File: config.mk
export PLATFORM = sky130hd
export DESIGN_NAME = stack_layout_arrange
export DESIGN_NICKNAME = d
export VERILOG_FILES = /design/src/hdl/sla_pkg.sv /design/src/hdl/sla_cross.sv /design/src/hdl/stack_layout_arrange.sv
export SDC_FILE = /design/constraint.sdc
export NUM_CORES = 1
export LEC_CHECK = 0
export ABC_AREA = 1
export BUFFER_PORTS_ARGS = -buffer_cell sky130_fd_sc_hd__buf_2
export CAP_MARGIN = 20
export CORE_AREA = 4 4 177 179
export CTS_CLUSTER_SIZE = 24
export DETAILED_ROUTE_END_ITERATION = 10
export DIE_AREA = 0 0 181 183
export PLACE_DENSITY = 0.77
export REMOVE_ABC_BUFFERS = 1
export SLEW_MARGIN = 20
export SYNTH_ARGS = -nofsm -noshare
export SYNTH_HDL_FRONTEND = slang
export SYNTH_SLANG_ARGS = --single-unit
File: constraint.sdc
create_clock -name clock -period 12.4 [get_ports clock]
set_clock_uncertainty 0.05 [all_clocks]
set_input_delay 1.86 -clock clock [delete_from_list [all_inputs] [get_ports clock]]
set_output_delay 1.86 -clock clock [all_outputs]
set_load 0.005 [all_outputs]
File: src/hdl/sla_pkg.sv
// Shared types and constants for the stack panel arrange block.
package sla_pkg;

   localparam int LEN_W = 16;
   localparam int POS_W = 20;
   localparam int CSR_IDX_W = 2;

   localparam logic [POS_W-1:0] OFFSET_MAX = {POS_W{1'b1}};

   // Configuration register indexes
   typedef enum logic [CSR_IDX_W-1:0] {
      CSR_ORIENTATION  = 2'd0,
      CSR_SPACING      = 2'd1,
      CSR_FINAL_WIDTH  = 2'd2,
      CSR_FINAL_HEIGHT = 2'd3
   } csr_index_type;

   // Cross-axis alignment codes
   localparam logic [1:0] ALIGN_STRETCH = 2'd0;
   localparam logic [1:0] ALIGN_START   = 2'd1;
   localparam logic [1:0] ALIGN_CENTER  = 2'd2;
   localparam logic [1:0] ALIGN_END     = 2'd3;

   typedef struct packed {
      logic             first_child;
      logic             collapsed;
      logic [LEN_W-1:0] desired_width;
      logic [LEN_W-1:0] desired_height;
      logic [LEN_W-1:0] margin_left;
      logic [LEN_W-1:0] margin_top;
      logic [LEN_W-1:0] margin_right;
      logic [LEN_W-1:0] margin_bottom;
      logic [1:0]       cross_align;
   } req_payload_type;

   typedef struct packed {
      logic             placed;
      logic [POS_W-1:0] rect_x;
      logic [POS_W-1:0] rect_y;
      logic [LEN_W-1:0] rect_width;
      logic [LEN_W-1:0] rect_height;
      logic             offset_saturated;
   } rsp_payload_type;

endpackage

File: src/hdl/sla_cross.sv
// Cross-axis placement of one child: available extent, size and position.
module sla_cross (
   input  logic [sla_pkg::LEN_W-1:0] extent,
   input  logic [sla_pkg::LEN_W-1:0] lead,
   input  logic [sla_pkg::LEN_W-1:0] trail,
   input  logic [sla_pkg::LEN_W-1:0] desired,
   input  logic [1:0]                align,
   output logic [sla_pkg::LEN_W:0]   pos,
   output logic [sla_pkg::LEN_W-1:0] size
);

   logic [sla_pkg::LEN_W:0]   margins;
   logic [sla_pkg::LEN_W:0]   extent_ext;
   logic [sla_pkg::LEN_W:0]   avail_diff;
   logic [sla_pkg::LEN_W-1:0] avail;
   logic [sla_pkg::LEN_W-1:0] fit;
   logic [sla_pkg::LEN_W-1:0] slack;

   assign margins    = {1'b0, lead} + {1'b0, trail};
   assign extent_ext = {1'b0, extent};
   assign avail_diff = extent_ext - margins;
   // clamp at zero when the margins exceed the extent
   assign avail      = (extent_ext > margins) ? avail_diff[sla_pkg::LEN_W-1:0] : '0;
   assign fit        = (desired < avail) ? desired : avail;
   assign slack      = avail - fit;

   always_comb begin
      size = fit;
      pos  = {1'b0, lead};
      case (align)
         sla_pkg::ALIGN_STRETCH: size = avail;
         sla_pkg::ALIGN_START:   pos  = {1'b0, lead};
         sla_pkg::ALIGN_CENTER:  pos  = {1'b0, lead} + {2'b00, slack[sla_pkg::LEN_W-1:1]};
         sla_pkg::ALIGN_END:     pos  = {1'b0, lead} + {1'b0, slack};
         default:                pos  = {1'b0, lead};
      endcase
   end

endmodule

File: src/hdl/stack_layout_arrange.sv
// Stack panel arrange: places one child per transaction along the main axis.
// Latency: a result appears in the cycle after its request transaction.
// Throughput: one child per cycle while the result is not stalled; the running
// offset, trailing margin and placed flag are registered with the result when the request is taken.
// Reset clears the configuration registers, the pass state and the result
// valid flag; the block takes requests in the first cycle after reset.
module stack_layout_arrange (
   input  logic                             clock,
   input  logic                             reset,
   input  logic                             req_valid,
   output logic                             req_stall,
   input  sla_pkg::req_payload_type         req_payload,
   output logic                             rsp_valid,
   input  logic                             rsp_stall,
   output sla_pkg::rsp_payload_type         rsp_payload,
   input  logic                             csr_we,
   input  logic [sla_pkg::CSR_IDX_W-1:0]    csr_index,
   input  logic [sla_pkg::LEN_W-1:0]        csr_wdata
);

   localparam int LW = sla_pkg::LEN_W;
   localparam int PW = sla_pkg::POS_W;

   logic          orientation_ff;
   logic [LW-1:0] spacing_ff;
   logic [LW-1:0] final_width_ff;
   logic [LW-1:0] final_height_ff;

   logic [PW-1:0] main_offset_ff, main_offset_in;
   logic [LW-1:0] trailing_ff, trailing_in;
   logic          any_placed_ff, any_placed_in;

   logic                     rsp_valid_ff, rsp_valid_in;
   sla_pkg::rsp_payload_type rsp_payload_ff, rsp_payload_in;

   logic          accept;
   logic [PW-1:0] base_offset;
   logic [LW-1:0] base_trailing;
   logic          base_any;
   logic [LW-1:0] lead;
   logic [LW-1:0] max_tl;
   logic [LW-1:0] gap;
   logic [PW:0]   gap_sum;
   logic [PW-1:0] gap_offset;
   logic [LW-1:0] main_size;
   logic [PW:0]   end_sum;
   logic [PW-1:0] end_offset;

   logic [LW-1:0] cross_extent;
   logic [LW-1:0] cross_lead;
   logic [LW-1:0] cross_trail;
   logic [LW-1:0] cross_desired;
   logic [LW:0]   cross_pos;
   logic [LW-1:0] cross_size;
   logic [PW-1:0] cross_pos_ext;

   assign req_stall   = rsp_valid_ff & rsp_stall;
   assign accept      = req_valid & ~req_stall;
   assign rsp_valid   = rsp_valid_ff;
   assign rsp_payload = rsp_payload_ff;

   // A first child restarts the pass before it is handled
   assign base_offset   = req_payload.first_child ? '0 : main_offset_ff;
   assign base_trailing = req_payload.first_child ? '0 : trailing_ff;
   assign base_any      = req_payload.first_child ? 1'b0 : any_placed_ff;

   assign lead   = orientation_ff ? req_payload.margin_left : req_payload.margin_top;
   assign max_tl = (base_trailing > lead) ? base_trailing : lead;
   assign gap    = base_any ? ((max_tl > spacing_ff) ? max_tl : spacing_ff) : lead;

   // Saturating adds: the carry out means the offset ran past its maximum
   assign gap_sum    = {1'b0, base_offset} + {{(PW + 1 - LW){1'b0}}, gap};
   assign gap_offset = gap_sum[PW] ? sla_pkg::OFFSET_MAX : gap_sum[PW-1:0];

   assign main_size  = orientation_ff ? req_payload.desired_width
                                      : req_payload.desired_height;
   assign end_sum    = {1'b0, gap_offset} + {{(PW + 1 - LW){1'b0}}, main_size};
   assign end_offset = end_sum[PW] ? sla_pkg::OFFSET_MAX : end_sum[PW-1:0];

   assign cross_extent  = orientation_ff ? final_height_ff : final_width_ff;
   assign cross_lead    = orientation_ff ? req_payload.margin_top : req_payload.margin_left;
   assign cross_trail   = orientation_ff ? req_payload.margin_bottom
                                         : req_payload.margin_right;
   assign cross_desired = orientation_ff ? req_payload.desired_height
                                         : req_payload.desired_width;
   assign cross_pos_ext = {{(PW - LW - 1){1'b0}}, cross_pos};

   sla_cross u_cross (
      .extent  (cross_extent),
      .lead    (cross_lead),
      .trail   (cross_trail),
      .desired (cross_desired),
      .align   (req_payload.cross_align),
      .pos     (cross_pos),
      .size    (cross_size)
   );

   always_comb begin
      main_offset_in = base_offset;
      trailing_in    = base_trailing;
      any_placed_in  = base_any;
      rsp_payload_in = '0;
      if (!req_payload.collapsed) begin
         main_offset_in = end_offset;
         trailing_in    = orientation_ff ? req_payload.margin_right
                                         : req_payload.margin_bottom;
         any_placed_in  = 1'b1;
         rsp_payload_in.placed = 1'b1;
         if (orientation_ff) begin
            rsp_payload_in.rect_x      = gap_offset;
            rsp_payload_in.rect_y      = cross_pos_ext;
            rsp_payload_in.rect_width  = req_payload.desired_width;
            rsp_payload_in.rect_height = cross_size;
         end else begin
            rsp_payload_in.rect_x      = cross_pos_ext;
            rsp_payload_in.rect_y      = gap_offset;
            rsp_payload_in.rect_width  = cross_size;
            rsp_payload_in.rect_height = req_payload.desired_height;
         end
      end
      rsp_payload_in.offset_saturated = (main_offset_in == sla_pkg::OFFSET_MAX);
   end

   // Hold the result until taken; a new transaction may load the same cycle
   assign rsp_valid_in = accept | (rsp_valid_ff & rsp_stall);

   always_ff @(posedge clock) begin
      if (reset) begin
         orientation_ff  <= 1'b0;
         spacing_ff      <= '0;
         final_width_ff  <= '0;
         final_height_ff <= '0;
      end else if (csr_we) begin
         unique case (sla_pkg::csr_index_type'(csr_index))
            sla_pkg::CSR_ORIENTATION:  orientation_ff  <= csr_wdata[0];
            sla_pkg::CSR_SPACING:      spacing_ff      <= csr_wdata;
            sla_pkg::CSR_FINAL_WIDTH:  final_width_ff  <= csr_wdata;
            sla_pkg::CSR_FINAL_HEIGHT: final_height_ff <= csr_wdata;
            default: ;
         endcase
      end
   end

   always_ff @(posedge clock) begin
      if (reset) begin
         main_offset_ff <= '0;
         trailing_ff    <= '0;
         any_placed_ff  <= 1'b0;
         rsp_valid_ff   <= 1'b0;
      end else begin
         rsp_valid_ff <= rsp_valid_in;
         if (accept) begin
            main_offset_ff <= main_offset_in;
            trailing_ff    <= trailing_in;
            any_placed_ff  <= any_placed_in;
         end
      end
   end

   always_ff @(posedge clock) begin
      if (accept) begin
         rsp_payload_ff <= rsp_payload_in;
      end
   end

endmodule

; Word-level counts from Yosys, hierarchy flattened
; Index checks and enable logic that the tools add are counted.
[op_classes]
add_sub_neg = 7
n_lt_le_gt_ge = 4
bitwise = 5
eq_ne = 6
mux = 24
n_reduce_logical = 8
[op_table]
columns = cell, n
row1 = $mux 16, 15
row2 = $mux 20, 4
row3 = $mux 73, 1
row4 = $mux 72, 1
row5 = $add 20x16->21, 2
row6 = $add 16x16->17, 2
row7 = $pmux 17 s2, 1
row8 = $gt 16x16->1, 2
row9 = $sub 16x16->16, 2
row10 = $eq 20x20->1 const B, 1
row11 = $add 16x15->17, 1
row12 = $gt 16x17->1, 1
row13 = $lt 16x16->1, 1
row14 = $eq 2x2->1 const B, 4
row15 = $reduce_and 2->1, 4
row16 = $logic_not 2->1, 2
row17 = $reduce_or 2->1, 2
row18 = $and 1x1->1, 2
row19 = $eq 2x1->1 const B, 1
row20 = $mux 1, 2
row21 = $not 1->1, 2
row22 = $or 1x1->1, 1
[word_totals]
in_bits = 123
out_inout_bits = 76
register_bits = 161
elab_cells = 70

; Depth between registers and ports, before layout
; Gate-level depths: netlist of run 1.
[depth]
ltp_word = 12
ltp_mapped = 69
depth_no_buf = 63

; Cells and area by module
; A second synthesis of run 1 with hierarchy kept.
[unflattened]
hier_cells = 2364
hier_area_um2 = 15275.9
[modules_own_cells]
columns = module, cells_each, seq_area_each_um2, n_inst, area_per_inst_um2
row1 = stack_layout_arrange, 1669, 3963.8, 1, 11257.0
row2 = sla_cross, 695, 0.0, 1, 4018.9

; Least setup slack after synthesis of run 1
; No wires, ideal clock.
[synth_path]
path_type = in2reg
from = in req_payload[38] (netlist name)
to = reg rsp_payload_ff (netlist bit rsp_payload[69]) (data pin)
setup_time_ns = 0.274
n_path_buf = 2
required_time_ns = 12.076
stages = 59
arrival_time_ns = 9.324
setup_slack_ns = 2.752
cell_sequence = nand2_1 > o21ai_0 > ha_1 > inv_1 > nor3_1 > nand2_1 > o211ai_1 > a21oi_1 > o21bai_1 > a21oi_1 > o21ai_0 > a21oi_1 > nor2_1 > nor2_1 > xor2_1 > ha_1 > nand2_1 > inv_1 > [... 23 more ...] > a21oi_1 > o21ai_0 > xor2_1 > mux2i_1 > ha_1 > a21o_1 > a21oi_1 > nor2_1 > nor2_1 > o21bai_1 > a21boi_0 > o21ai_0 > nand2_1 > nand2_1 > a21oi_1 > nor2_1 > o21ai_0 > o22ai_1
[synth_between]
elab_chain_cells = 10
elab_cells_between_ends = 20
classes_between = 6 x add/sub / 4 x order compare / 10 x mux
[synth_rtl]
columns = item, line
row1 = from (decl), stack_layout_arrange.sv:12  ; input sla_pkg::req_payload_type req_payload,
row2 = $mux 16, stack_layout_arrange.sv:81  ; assign cross_lead = orientation_ff ? req_payload.margin_top : req_payload.margin_left;
row3 = $add 16x16->17, sla_cross.sv:19  ; assign margins = {1'b0, lead} + {1'b0, trail};
row4 = $sub 16x16->16 or $gt 16x17->1 (tied branches), "sla_cross.sv:21, sla_cross.sv:23"
row5 = $mux 16, sla_cross.sv:23  ; assign avail = (extent_ext > margins) ? avail_diff[sla_pkg::LEN_W-1:0] : '0;
row6 = $lt 16x16->1, sla_cross.sv:24  ; assign fit = (desired < avail) ? desired : avail;
row7 = $mux 16, sla_cross.sv:24
row8 = $sub 16x16->16, sla_cross.sv:25  ; assign slack = avail - fit;
row9 = $add 16x16->17 or $add 16x15->17 (tied branches), "sla_cross.sv:34, sla_cross.sv:33"
row10 = $pmux 17 s2, sla_cross.sv:30  ; case (align)
row11 = $mux 72 *, stack_layout_arrange.sv:109  ; if (orientation_ff) begin
row12 = to (signal assigned), stack_layout_arrange.sv:162  ; rsp_payload_ff <= rsp_payload_in;
row13 = to (decl), stack_layout_arrange.sv:34  ; sla_pkg::rsp_payload_type rsp_payload_ff, rsp_payload_in;
; Every way passes the cells marked *; elsewhere a longest branch is shown, timed or not.
; A chain may end at the register's enable or synchronous reset.

; Worst setup path after layout of run 1
[layout_path]
from = in req_payload[50] (netlist name)
to = reg rsp_payload_ff (netlist bit rsp_payload[67]) (data pin)
; Same word-level chain as after synthesis.

==> summary.md, run 1 <==
| Metric | Value |
|---|---|
| Max stage delay on crit path | `0.59 ns` |
| Wirelength per Cell | `18.60 µm` |
| TritonCTS clock tree | `yes` |
| Rows | `63` |
| Initial antenna violation count | `1` |
| Status | `finished, final reports clean` |
| Setup TNS Final | `0 ns` |
| Cts bufs inserted | `17` |
| Crit path kind | `in -> reg` |
| Post-Synthesis Cells | `2,189` |
| Yosys reg bits | `161` |
| Post-route ant nets | `0` |
| Max-cap viol count | `0` |
| Hold path depth | `2` |
| Crit-path max FO | `30` |
| Top cells by count, synth | `nand2_1 (512), o21ai_0 (236), inv_1 (234)` |
| Worst r2r src | `orientation_ff` |
| Worst path required time | `12.50 ns` |
| Post-synthesis cell area | `0.01474 mm²` |
| Synth top area cells | `edfxtp_1 (15%), nand2_1 (13%), ha_1 (12%)` |
| Clock Latency Late Sink | `0.44 ns` |
| DRT iter0 DRCs | `1,519` |
| Worst Min Path Start | `final_height_ff[4]` |
| CTS resizes | `0` |
| Worst Hold Class | `reg -> reg` |
| Slew @ Worst Pin | `1.193 ns` |
| Minimum clock period | `11.43 ns` |
| Pin count of the biggest net entering global routing | `78` |
| FF+latch area | `0.003968 mm²` |
| Yosys top cell by area | `edfxtp_1` |
| Crit path launch type | `primary input` |
| Worst-path clk slew | `0.07 ns` |
| Io pins | `199` |
| Worst R2R Setup Slack | `1.29 ns` |
| Ys async rst share | `0` |
| CP endpoint kind | `flip-flop` |
| Final period utilization | `0.9221` |
| CTS root buf | `clkbuf_16` |
| Post-synthesis cell type count | `53` |
| GPL Wtd Cong | `0.9775` |
| First-pass GRT wire length | `77.03 mm` |
| DRC | `0` |
| Syn-to-layout area delta | `12.45%` |
| Footprint of the multi-input gates | `0.009474 mm²` |
| Die height | `183 µm` |
| Max VDD drop | `0.08911 mV` |
| Starting Density | `0.4986` |
| # fillers | `2,897` |
| IO buf count | `198` |
| Worst r2r path cells | `55` |
| DRT Pass-1 Iters | `6` |
| Via count | `15,670` |
| Number of H-tree levels | `4` |
| Vias per cell | `5.741` |
| Share of layout cells above drive strength 1 | `0.1364` |
| Slew Limit Fails | `0` |
| Setup Viol. Count Final | `0` |
| Synth Warn # | `0` |
| Syn Area/Cell | `6.733 µm²` |
| N_diodes | `0` |
| Pwr dens | `137.3 mW/mm²` |
| Clock sinks | `161` |
| CP delay by family, top | `compound AO/OA/AOI/OAI gates` |
| Most used DFF post-synth | `dfxtp_1` |
| Die X-Extent | `181 µm` |
| R2r endpoint | `rsp_payload[67]` |
| Core area | `0.02956 mm²` |
| DIE AREA | `0.03312 mm²` |
| Dpl hpwl | `39.95 mm` |
| Post CTS Setup Buffer Count | `0` |
| Post-synth EDFFs | `74` |
| Leak Pwr | `7.958 nW` |
| Slew headroom | `0.1961` |
| Cts hold-fix bufs | `0` |
| CTS max path bufs | `2` |
| Worst Path Arrival | `11.53 ns` |
| Synth top area share | `0.1508` |
| Crit-path slowest cell | `o21ai_0` |
| FMAX | `87.46 MHz` |
| Vias in the first global route | `14,090` |
| RSZ-0062 raised after global routing | `false` |
| GRT Residual Overflow | `0` |
| CP most frequent cell | `nand2_1` |
| WP buf/inv | `5` |
| Top-count cell post-synth | `nand2_1` |
| Post-synthesis sequential area ratio | `0.2690` |
| GRT Util Overall | `0.2930` |
| Fin. Hold Viols | `0` |
| Hold worst-path end | `final_height_ff[4]` |
| Nets@finish | `2,595` |
| Util after Layout | `0.5606` |
| Routed WL | `50.76 mm` |
[flip-flops by register name, indices dropped and copies added, names as in the netlist, 16 cells and up]
register,cells
main_offset_ff,20
final_width_ff,16
final_height_ff,16
trailing_ff,16
spacing_ff,16
rsp_payload,74
[worst min-delay path: stages (launching register included)]
cell,delay [ns]
dfxtp_1,0.30
inv_1,0.05
a21oi_1,0.05
[report_power, final]
| part | internal (W) | total (W) | switching, W |
|---|---|---|---|
| combinational | 0.000389 | 0.00109 | 0.000703 |
| sequential | 0.000609 | 0.000625 | 0.0000156 |
| clock | 0.000314 | 0.000557 | 0.000243 |
[per-layer routing]
metal  vias to the layer above  routed length, µm  GRT usage
li1                       7689                  -          -
met1                      7137              21790     0.4010
met2                       731              21960     0.4570
met3                       107               4597    0.04780
met4                         2               2395     0.1351
met5                         -                 11          0
[through the flow]
step	instances	hold slack, ns	area (µm²)	power (W)	setup WS [ns]
2_1_floorplan	2093	0.3765	14340	0.001391	0.8309
3_3_place_gp	2696	0.3858	15950	0.001696	0.7438
3_5_place_dp	2696	0.3898	15950	0.001703	0.4932
4_1_cts	2728	0.4008	16550	0.002262	0.9036
5_1_grt	2729	0.4155	16570	0.002428	0.01096
6_report	2729	0.3988	16570	0.002275	0.9656
[area by class of cell]
type,count,share of cell area
flip-flops and latches,161,0.2394
clock buffers,23,0.03080
inverters,244,0.05542
well taps,390,0.02945
multi-input cells,1688,0.5717
repair buffers,214,0.06750
clock inverters,9,0.005738
[layout by cell type (no fill, tap or decap), types with 15 or more instances in the layout]
cell | synthesis | final
nand2_1 | 512 | 512
inv_1 | 234 | 233
o21ai_0 | 236 | 232
buf_2 | 7 | 198
a21oi_1 | 182 | 182
nor2_1 | 183 | 180
nand3_1 | 144 | 144
ha_1 | 140 | 140
dfxtp_1 | 87 | 86
edfxtp_1 | 74 | 74
xor2_1 | 34 | 34
o22ai_1 | 32 | 32
xnor2_1 | 26 | 26
or2_2 | 23 | 23
clkbuf_16 | 0 | 19
a211oi_1 | 16 | 16
o21ai_2 | 15 | 15
buf_4 | 0 | 15
[logic make-up after synthesis]
logic type               Yosys count  synth area share
XOR/XNOR                          60           0.03566
AO/OA/AOI/OAI                    566            0.2178
adder cells (fa/ha/maj)          146            0.1270
AND/OR/NAND/NOR                  914            0.2599
buffers and inverters            340           0.08940
flip-flops                       161            0.2690
multiplexers                       2          0.001358
[worst max-delay path by stage]
stage	endpoint	slack, ns	start	cells after the start
finish	rsp_payload[67]	0.97	req_payload[50]	55
global route	rsp_payload[67]	0.01	req_payload[50]	57
CTS	rsp_payload[67]	0.90	req_payload[55]	58
detailed placement	rsp_payload[67]	0.49	req_payload[55]	56
global placement	rsp_payload[67]	0.74	req_payload[55]	58
floorplan	rsp_payload[49]	0.83	orientation_ff	56
(Power assumes the default switching activity.)
==> run 2: changes to the inputs <==
- CORE_AREA: 4 4 177 179 -> 4 4 211 213
- DIE_AREA: 0 0 181 183 -> 0 0 215 217
- PLACE_DENSITY: 0.77 -> 0.59
- clock period: 12.4 -> 11.5 ns (I/O delays scaled with it)
==> summary.md, run 2 (synthesis results as in run 1) <==
| Metric | Value |
|---|---|
| Status | `finished, final reports clean` |
| Dpl hpwl | `43.84 mm` |
| Vias in the first global route | `14,640` |
| Worst r2r path cells | `54` |
| RSZ-0062 raised after global routing | `false` |
| P_sw | `0.001094 W` |
| Crit-path max FO | `16` |
| Clock sinks | `161` |
| Final hold slack | `0.3974 ns` |
| DRC | `0` |
| Pwr dens | `146.6 mW/mm²` |
| Hold path depth | `2` |
| Worst R2R Setup Slack | `1.21 ns` |
| Switching share of power | `0.4302` |
| Minimum clock period | `10.57 ns` |
| DIE AREA | `0.04666 mm²` |
| N_diodes | `0` |
| Starting Density | `0.3452` |
| Commonest non-fill, non-tap cell in the layout | `nand2_1` |
| First-pass GRT wire length | `83.48 mm` |
| Share of power burned in registers | `0.266` |
| Cts hold-fix bufs | `0` |
| # fillers | `4,467` |
| Io pins | `199` |
| Clock power share | `0.230` |
| Share of layout cells above drive strength 1 | `0.1660` |
| Crit path launch type | `primary input` |
| GRT Util Overall | `0.2279` |
| Number of H-tree levels | `4` |
| Routed WL | `54.83 mm` |
| CP endpoint kind | `flip-flop` |
| Slew Limit Fails | `0` |
| Slew headroom | `0.2689` |
| Fin. Hold Viols | `0` |
| DRT Pass-1 Iters | `6` |
| Vias per cell | `5.332` |
| Worst Hold Class | `reg -> reg` |
| Hold worst-path end | `final_height_ff[10]` |
| Worst r2r src | `orientation_ff` |
| Setup Viol. Count Final | `0` |
| Clock Latency Late Sink | `0.47 ns` |
| DRT iter0 DRCs | `1,205` |
| Syn-to-layout area delta | `17.71%` |
| FMAX | `94.63 MHz` |
| Worst path required time | `11.65 ns` |
| Rows | `76` |
| Crit path kind | `in -> reg` |
| GPL Wtd Cong | `0.9450` |
| CTS max path bufs | `2` |
| Final period utilization | `0.9189` |
| Pin count of the biggest net entering global routing | `86` |
| Comb power frac | `0.504` |
| Slew @ Worst Pin | `1.085 ns` |
| Max VDD drop | `0.1030 mV` |
| Largest register FFs | `74` |
| Pwr Total | `0.002542 W` |
| Nets@finish | `2,671` |
| Max-cap viol count | `0` |
| Worst Path Arrival | `10.72 ns` |
| IO buf count | `198` |
| Wirelength per Cell | `18.52 µm` |
| Post-route ant nets | `0` |
| Die height | `217 µm` |
| Cts bufs inserted | `17` |
| Via count | `15,790` |
| Int Power | `0.001449 W` |
| GRT Residual Overflow | `0` |
| Max stage delay on crit path | `0.47 ns` |
| Crit-path slowest cell | `ha_1` |
| Leak Pwr | `8.321 nW` |
| TritonCTS clock tree | `yes` |
| R2r endpoint | `rsp_payload[49]` |
| CP most frequent cell | `nand2_1` |
| Worst Min Path Start | `final_height_ff[10]` |
| Die X-Extent | `215 µm` |
| Initial antenna violation count | `0` |
| Worst-path clk slew | `0.07 ns` |
| Most frequent cells in the layout | `nand2_1 (511), inv_1 (233), o21ai_0 (230)` |
| Core area | `0.04270 mm²` |
| CTS root buf | `clkbuf_16` |
-- run 2: area by class of cell --
type,count,area (µm²),area share
clock inverters,15,148.9,0.008583
repair buffers,290,1722,0.09924
flip-flops and latches,161,3968,0.2287
multi-input cells,1688,9483,0.5466
clock buffers,17,425.4,0.02452
inverters,244,918.4,0.05294
well taps,546,683.2,0.03938
-- run 2: timing repair --
| action | 4_1_cts | 5_1_grt |
|---|---|---|
| buffers inserted | 0 | 0 |
| endpoints found under the setup margin | 0 | 14 |
| gates resized for setup | 0 | 10 |
-- run 2: stage by stage --
stage	std cells	util	setup slack, ns	area [µm²]	TNS (ns)
4_1_cts	2959	0.4050	0.7054	17290	0
5_1_grt	2961	0.4063	0.02939	17350	0
3_3_place_gp	2927	0.3915	0.4591	16720	0
6_report	2961	0.4063	0.9330	17350	0
2_1_floorplan	2093	-	-0.06910	14340	-0.1296
3_5_place_dp	2927	0.3915	0.2423	16720	0
-- run 2: worst max path at each step --
stage,from,end,slack (ns),cells past startpoint
after floorplan,orientation_ff,rsp_payload[49],-0.07,56
after global placement,req_payload[54],rsp_payload[69],0.46,58
after detailed placement,req_payload[54],rsp_payload[69],0.24,55
after CTS,req_payload[54],rsp_payload[69],0.71,55
after global routing,req_payload[7],rsp_payload[69],0.03,57
final,req_payload[7],rsp_payload[49],0.93,54
-- run 2: power by group through the flow --
stage	clock network (W)	registers (W)	logic, W
after floorplan	0	0.000692	0.000808
after global placement	0	0.000688	0.00125
after detailed placement	0	0.000690	0.00126
after CTS	0.000596	0.000677	0.00126
after global routing	0.000615	0.000682	0.00142
final	0.000585	0.000677	0.00128
-- run 2: metal layers --
layer | global-route usage | wire length [µm]
met1 | 0.3260 | 26070
met2 | 0.3603 | 23920
met3 | 0.03365 | 3612
met4 | 0.06227 | 1222
met5 | 0 | 0
-- run 2: critical path, delay by kind of cell --
kind,cells,cell delay (ns)
buf+inv,5,0.54
compound gates,18,3.23
xor+xnor,1,0.14
simple gates,23,2.62
fa+ha+maj,7,2.48
